### config.mk
export PLATFORM = sky130hd
export DESIGN_NAME = stf_csr
export DESIGN_NICKNAME = d
export VERILOG_FILES = /design/src/rtl/strided_tap_fir_filter_macros.svh /design/src/rtl/stf_pkg.sv /design/src/rtl/stf_csr.sv
export SDC_FILE = /design/constraint.sdc
export NUM_CORES = 1
export LEC_CHECK = 0
export BUFFER_PORTS_ARGS = -buffer_cell sky130_fd_sc_hd__buf_4
export CAP_MARGIN = 20
export CORE_MARGIN = 5
export CORE_UTILIZATION = 46
export CTS_BUF_LIST = sky130_fd_sc_hd__clkbuf_8 sky130_fd_sc_hd__clkbuf_16
export CTS_CLUSTER_SIZE = 24
export DETAILED_ROUTE_END_ITERATION = 16
export GPL_ROUTABILITY_DRIVEN = 0
export HOLD_SLACK_MARGIN = 0.03
export MAX_ROUTING_LAYER = met4
export PLACE_DENSITY = 0.73
export SYNTH_ARGS = -nofsm -noshare
export SYNTH_HDL_FRONTEND = slang
export SYNTH_SLANG_ARGS = --single-unit
### constraint.sdc
create_clock -name clock -period 2.5 [get_ports clock]
set_clock_uncertainty 0.2 [all_clocks]
set_input_delay 0 -clock clock [delete_from_list [all_inputs] [get_ports clock]]
set_output_delay 0 -clock clock [all_outputs]
set_load 0.01 [all_outputs]
### src/rtl/strided_tap_fir_filter_macros.svh
// ----------------------------------------------------------------------------
// Strided-tap FIR filter assertion macros
// Concurrent assertion wrappers shared by the filter modules. They sample on
// the clock named clock and are disabled while reset is high.
// ----------------------------------------------------------------------------
`ifndef STRIDED_TAP_FIR_FILTER_MACROS_SVH
`define STRIDED_TAP_FIR_FILTER_MACROS_SVH
`ifndef SYNTHESIS
// Check a condition at every clock edge outside reset
`define STF_ASSERT(label, prop) \
   label: assert property (@(posedge clock) disable iff (reset) (prop)) \
      else $error("strided tap filter: assertion failed");
// Check that a trigger is followed by a result in the next cycle
`define STF_ASSERT_NEXT(label, trig, result) \
   label: assert property (@(posedge clock) disable iff (reset) (trig) |=> (result)) \
      else $error("strided tap filter: assertion failed");
`else
`define STF_ASSERT(label, prop)
`define STF_ASSERT_NEXT(label, trig, result)
`endif
`endif

### src/rtl/stf_pkg.sv
// ----------------------------------------------------------------------------
// Strided-tap FIR filter package
// Sizes, register indexes, reset values and shared types of the filter.
// ----------------------------------------------------------------------------
package stf_pkg;

   // Delay line geometry
   localparam int MAX_SPACING = 256;
   localparam int NUM_TAPS    = 8;
   localparam int COEF_PAIRS  = NUM_TAPS / 2;
   localparam int HIST_DEPTH  = (NUM_TAPS - 1) * MAX_SPACING + 1;
   localparam int ADDR_W      = $clog2(HIST_DEPTH);
   localparam int COUNT_W     = $clog2(HIST_DEPTH + 1);

   // Field widths
   localparam int SAMPLE_W    = 16;
   localparam int COEF_W      = 16;
   localparam int SPACING_W   = 9;
   localparam int SPC_EFF_W   = $clog2(MAX_SPACING + 1);
   localparam int CLAMP_W     = (SPACING_W > SPC_EFF_W) ? SPACING_W : SPC_EFF_W;

   // Arithmetic
   localparam int FRAC_BITS   = 14;
   localparam int PROD_W      = SAMPLE_W + COEF_W;
   localparam int PAIR_W      = PROD_W + 1;
   localparam int SUM_W       = PROD_W + $clog2(NUM_TAPS);
   localparam int OUT_MAX     = 2 ** (SAMPLE_W - 1) - 1;
   localparam int OUT_MIN     = -(2 ** (SAMPLE_W - 1));

   // Configuration port
   localparam int CSR_IDX_W   = 3;
   localparam int CSR_DATA_W  = 32;

   localparam logic [CSR_IDX_W-1:0] REG_TAP_SPACING = 3'd0;
   localparam logic [CSR_IDX_W-1:0] REG_COEF_PAIR_0 = 3'd1;
   localparam logic [CSR_IDX_W-1:0] REG_COEF_PAIR_1 = 3'd2;
   localparam logic [CSR_IDX_W-1:0] REG_COEF_PAIR_2 = 3'd3;
   localparam logic [CSR_IDX_W-1:0] REG_COEF_PAIR_3 = 3'd4;

   localparam logic [SPACING_W-1:0]  TAP_SPACING_RESET = 9'd1;
   localparam logic [CSR_DATA_W-1:0] COEF_PAIR_0_RESET = 32'd16384;
   localparam logic [CSR_DATA_W-1:0] COEF_PAIR_N_RESET = 32'd0;

   typedef logic [NUM_TAPS-1:0][SAMPLE_W-1:0] tap_vec_type;
   typedef logic [NUM_TAPS-1:0][COEF_W-1:0]   coef_vec_type;

   // Settings seen by the datapath
   typedef struct packed {
      logic [SPC_EFF_W-1:0] spacing;
      coef_vec_type         coef;
   } cfg_type;

   // Tap samples of one transaction, toward the multiply stages
   typedef struct packed {
      logic        valid;
      tap_vec_type taps;
   } tap_bus_type;

endpackage

### src/rtl/stf_csr.sv
// ----------------------------------------------------------------------------
// Strided-tap FIR filter configuration registers
// Holds tap spacing and coefficient pairs, and clamps the spacing.
// ----------------------------------------------------------------------------
module stf_csr import stf_pkg::*; (
   input  logic                  clock,
   input  logic                  reset,
   input  logic                  csr_write_en,
   input  logic [CSR_IDX_W-1:0]  csr_index,
   input  logic [CSR_DATA_W-1:0] csr_wdata,
   output cfg_type               cfg
);

   logic [SPACING_W-1:0]  spacing_ff;
   logic [CSR_DATA_W-1:0] coef_pair_ff [COEF_PAIRS];
   logic [CLAMP_W-1:0]    spacing_wide;

   // Register writes; unknown indexes are dropped
   always_ff @(posedge clock) begin
      if (reset) begin
         spacing_ff      <= TAP_SPACING_RESET;
         coef_pair_ff[0] <= COEF_PAIR_0_RESET;
         coef_pair_ff[1] <= COEF_PAIR_N_RESET;
         coef_pair_ff[2] <= COEF_PAIR_N_RESET;
         coef_pair_ff[3] <= COEF_PAIR_N_RESET;
      end else if (csr_write_en) begin
         case (csr_index)
            REG_TAP_SPACING: spacing_ff      <= csr_wdata[SPACING_W-1:0];
            REG_COEF_PAIR_0: coef_pair_ff[0] <= csr_wdata;
            REG_COEF_PAIR_1: coef_pair_ff[1] <= csr_wdata;
            REG_COEF_PAIR_2: coef_pair_ff[2] <= csr_wdata;
            REG_COEF_PAIR_3: coef_pair_ff[3] <= csr_wdata;
            default: ;
         endcase
      end
   end

   // Clamp spacing into one to the maximum, split pairs into taps
   always_comb begin
      spacing_wide = CLAMP_W'(spacing_ff);
      if (spacing_wide == '0) begin
         cfg.spacing = SPC_EFF_W'(1);
      end else if (spacing_wide > CLAMP_W'(MAX_SPACING)) begin
         cfg.spacing = SPC_EFF_W'(MAX_SPACING);
      end else begin
         cfg.spacing = SPC_EFF_W'(spacing_wide);
      end
      for (int j = 0; j < COEF_PAIRS; j++) begin
         cfg.coef[2*j]   = coef_pair_ff[j][COEF_W-1:0];
         cfg.coef[2*j+1] = coef_pair_ff[j][2*COEF_W-1:COEF_W];
      end
   end

endmodule

### After elaboration in Yosys (flattened, before gate mapping)

Memory sizes are Yosys's and may differ from the RTL's.
Index checks and enable logic that the tools add are counted.

* bits in registers: 9
* RAM bits: 128
* output and inout bits: 137
* memories: 1

* order comparisons: 1
* equality and inequality tests: 4
* muxes and demuxes: 24
* bitwise logic cells: 4
* reduce and logical (&&, ||, !) cells: 3

Memories
* coef_pair_ff: depth 4, bits a word 32, rd ports 4, clocked after Yosys merged registers in 0, wr ports 4, RTL line stf_csr.sv:15 `logic [CSR_DATA_W-1:0] coef_pair_ff [COEF_PAIRS];`

Operator list (count)
* $mux 32: 4
* $mux 1: 18
* $mux 9: 2
* $gt 9x9->1 const B: 1
* $logic_not 9->1: 1
* $eq 3x2->1 const B: 2
* $or 1x1->1: 4
* $eq 3x1->1 const B: 1
* $eq 3x3->1 const B: 1
* $logic_not 3->1: 1
* $reduce_and 2->1: 1

### Longest topological paths before layout

* depth after elaboration: 6
* depth in mapped cells: 6
* depth with buffers taken out: 2

### Least setup slack after synthesis

Ideal clock, no wire load.

* path kind: input-to-reg
* start: input port csr_index[1]
* end: memory coef_pair_ff[0][0], enable pin
* library setup time: 0.428 ns
* data arrival time: 2.008 ns
* data required time: 1.872 ns
* setup slack: -0.136 ns
* cell stages on the path: 4
* buffers on the path: 2
* cell sequence: nand2b_1 -> clkbuf_1 -> buf_2 -> o21bai_1

RTL lines
* from (decl): RTL line stf_csr.sv:9 `input logic [CSR_IDX_W-1:0] csr_index,`
* to (decl): RTL line stf_csr.sv:15

==> summary by stage <==
Clocking
The worst-case clock buffer depth is 2. At the later pin of the worst-skew pair, clock insertion delay measures 410 ps. The root buffer cell is clkbuf_16.

The number of clock sinks is 137. Once the clock tree was built, the resizer swapped 0 gates to a different size. The clock-pin transition on the worst setup and hold timing paths is ~60 ps. In this run the number of H-tree levels came out at 4.

The number of buffers created by CTS is 17. After clock tree synthesis, the flow added hold-fix buffers numbering 52. TritonCTS built the clock tree.

In this run the post-CTS setup repair buffer count came out at 0.

Logic synthesis
The most numerous cell in the Yosys netlist is edfxtp_1. The number of warnings printed during yosys synthesis is 0. The commonest cells after synthesis are 128 x edfxtp_1, 77 x nor3_1, 50 x nor3_2. The total of flip-flops plus latches after synthesis is ~140. Counting flops with an async set or reset pin after synthesis yields a share of 0%. When the netlist entered floorplanning its net count stood at 419. The dominant synthesized flop cell is edfxtp_1. The synthesized area divided by synthesized cell count is 14.6 um2. The number of cells produced by synthesis is 381.

The fraction of the yosys area taken by sequential cells is 72.3%. The cell area that synthesis handed to floorplanning was between 5000 and 6000 um2. The top cell type by area accounts for 69.0% of the synthesized area. Yosys attributes the largest share of cell area to edfxtp_1 69%, nor3_2 9.0%, nor3_1 6.9%. In this run, synthesis inferred 128 flip-flops with an integrated enable. The leading area contributor after synthesis is edfxtp_1. The number of library cell types mapped by synthesis is 21.

Worst setup path
The setup path with the least slack is of type in2reg. The slowest stage of the critical path belongs to the cell dlygate4sd3_1. The data arrival time of the worst path is around 2200 ps. Walking the worst path, the cells encountered are dlygate4sd3_1, buf_4, nand2b_1, dlygate4sd3_1, mux2i_1, dlygate4sd3_1. Of all nets on the critical path, the largest fanout is 28. Counting both buffers and inverters, the worst setup path holds a total of 4. By instance count, the cell type seen most on the critical path is dlygate4sd3_1. On the critical path the largest part of the delay comes from buffers and inverters. STA classifies the critical path endpoint as a flop. The startpoint kind of the worst setup timing path is an input pin.

The data required time of the critical path is 2660 ps. On the worst path, the slowest cell contributes a delay of 560 ps.

Cells and area
Registers take 4020 um2. Fill cells in the final layout number 837. The net count of the finished layout is 640. The proportion of layout cells with a drive suffix above 1 is 44.2%. The number of diodes added for antenna fixing is 0. Compared with the post-synthesis result, the final layout area differs by 47.1%.

The final core area utilization is 68.5%. In the final layout, the multi-input gates occupy about 1300 um2.

Floorplan
The total core area is ~12000 um2. The floorplan has 40 rows. Once the floorplan was initialized, standard cells occupied 46.5% of the core. The area of the die is 14400 um2. The top-level I/O count is 175. From bottom edge to top edge, the die measures 120 um. In this run the horizontal extent of the chip is 120 um.

STA
The smallest setup slack after layout is 492 ps. The worst path needs roughly 2000 ps of the cycle, external delays included. The portion of the clock cycle consumed by the worst path in the final layout is 80.3%. On the final layout, the worst hold slack is 146 ps. The hold violation total from the final report is 0.

The count of endpoints failing setup in the final report is 0. Static timing analysis puts the maximum clock frequency at roughly 500 MHz. The post-route setup TNS is 0 ps.

At the pin with the least slew margin, the transition time is between 800 and 900 ps. Setup repair after global routing left no endpoint under its margin. The number of slew-limit violations in the final report came to 0. Measured against its own limit, the worst slew margin works out to 41.1%.

Global routing
The number of global-route vias before repair is a little over 4000. In the global route stage, overall resource usage came out at a little over a fifth. The first global-routing pass estimated 23.1 mm of wire.

Global routing finished with a remaining overflow of 0. The initial antenna violation count is 0. The pin count of the biggest net entering global routing is 43.

Route
The detailed router put a total of 6.15 mm of wire on met1. For this run, the detailed router's first-pass iteration total came to 4. Detailed routing placed a total of 7.29 mm of wire on met2. Wires add up to about 15 mm. The DRC violations left is 0. In the routed layout, each cell is associated on average with a via count of 5.12. Detailed routing inserted a total of 3905 vias. The wire length on met3 is 1.18 mm. In the final routed layout, each cell accounts on average for 19.5 um.

The iteration-0 DRC count of the detailed router is 323. The highest metal layer carrying signal wires in the routed design is met4. The count of nets left with antenna violations once routing finished came out at 0.

Power and ir drop
For this design the ratio of total power to cell area is 725 nW/um2. Across the VDD grid, the largest voltage drop is roughly 0.34 mV. The leakage power is roughly 3.2 nW.

Placed design
The total of buffers placed on input and output ports is approximately 170. The worst setup slack before clock tree synthesis is slightly above 700 ps. The detailed placement HPWL is 9.54 mm.

Min path
The tightest min-delay check is of the in2reg type.

Run
The tool flagged a number of max-cap violations equal to 0.

Outcome
The run finished with clean final reports.
## per-stage QoR
stage	instance area (um2)	std cells	total power, mW
after global routing	8190	762	6.14
after floorplan	5580	381	3.00
final	8190	762	5.94
after global placement	7060	678	3.35
after CTS	8190	762	5.97
after detailed placement	7060	678	3.36
## path summary, 6_finish.rpt
check | startpoint | to | slack [ps] | cells past startpoint
max reg2reg | spacing_ff[8]$_SDFFE_PP0P_ | spacing_ff[8]$_SDFFE_PP0P_ | 930 | 3
max | reset | spacing_ff[7]$_SDFFE_PP0P_ | 490 | 6
min reg2reg | spacing_ff[4]$_SDFFE_PP0P_ | spacing_ff[4]$_SDFFE_PP0P_ | 850 | 3
min | csr_index[2] | coef_pair_ff[1][14]$_SDFFCE_PN0P_ | 150 | 3
## power by group
part	switching [mW]	internal [mW]
sequential	0.0608	2.66
combinational	0.349	0.304
clock	0.921	1.65
total	1.33	4.61
## per-layer routing
metal	up-vias	GRT usage (%)
met1	1880	27.0
li1	1820	-
met3	20	6.22
met4	0	6.73
met2	185	34.7
met5	-	-
## registers in the layout, indices dropped and copies added, names as in the netlist
name and cells:
spacing_ff 9, coef_pair_ff 128
## tightest hold or removal path, stage by stage
cell    delay, ps
buf_4         120
or3b_4        390
nor3_2         60
## cell usage in the layout, fill, tap and decap left out, types with 7 or more instances in the layout
cell type / Yosys / routed
buf_4: 0 / 181
edfxtp_1: 128 / 128
nor3_1: 77 / 77
dlygate4sd3_1: 0 / 52
nor3_2: 50 / 50
inv_1: 33 / 34
nand2b_1: 20 / 17
clkbuf_16: 0 / 17
mux2i_1: 9 / 9
dfxtp_1: 9 / 9
nor2b_1: 7 / 7
## layout make-up
cell class,instances,share of cell area (%)
Sequential cell,137,49.1
Inverter,33,1.51
Timing Repair Buffer,237,23.9
Clock buffer,17,5.19
Tap cell,147,2.25
Clock inverter,15,2.23
Multi-Input combinational cell,176,15.8
## cell families after synthesis
logic type	after synthesis	share of synthesized area, %
AO/OA/AOI/OAI	4	0.517
multiplexers	9	1.62
AND/OR/NAND/NOR	163	20.0
buffers and inverters	68	5.55
flip-flops	137	72.3
No activity file was read; power rests on OpenSTA's default activity.
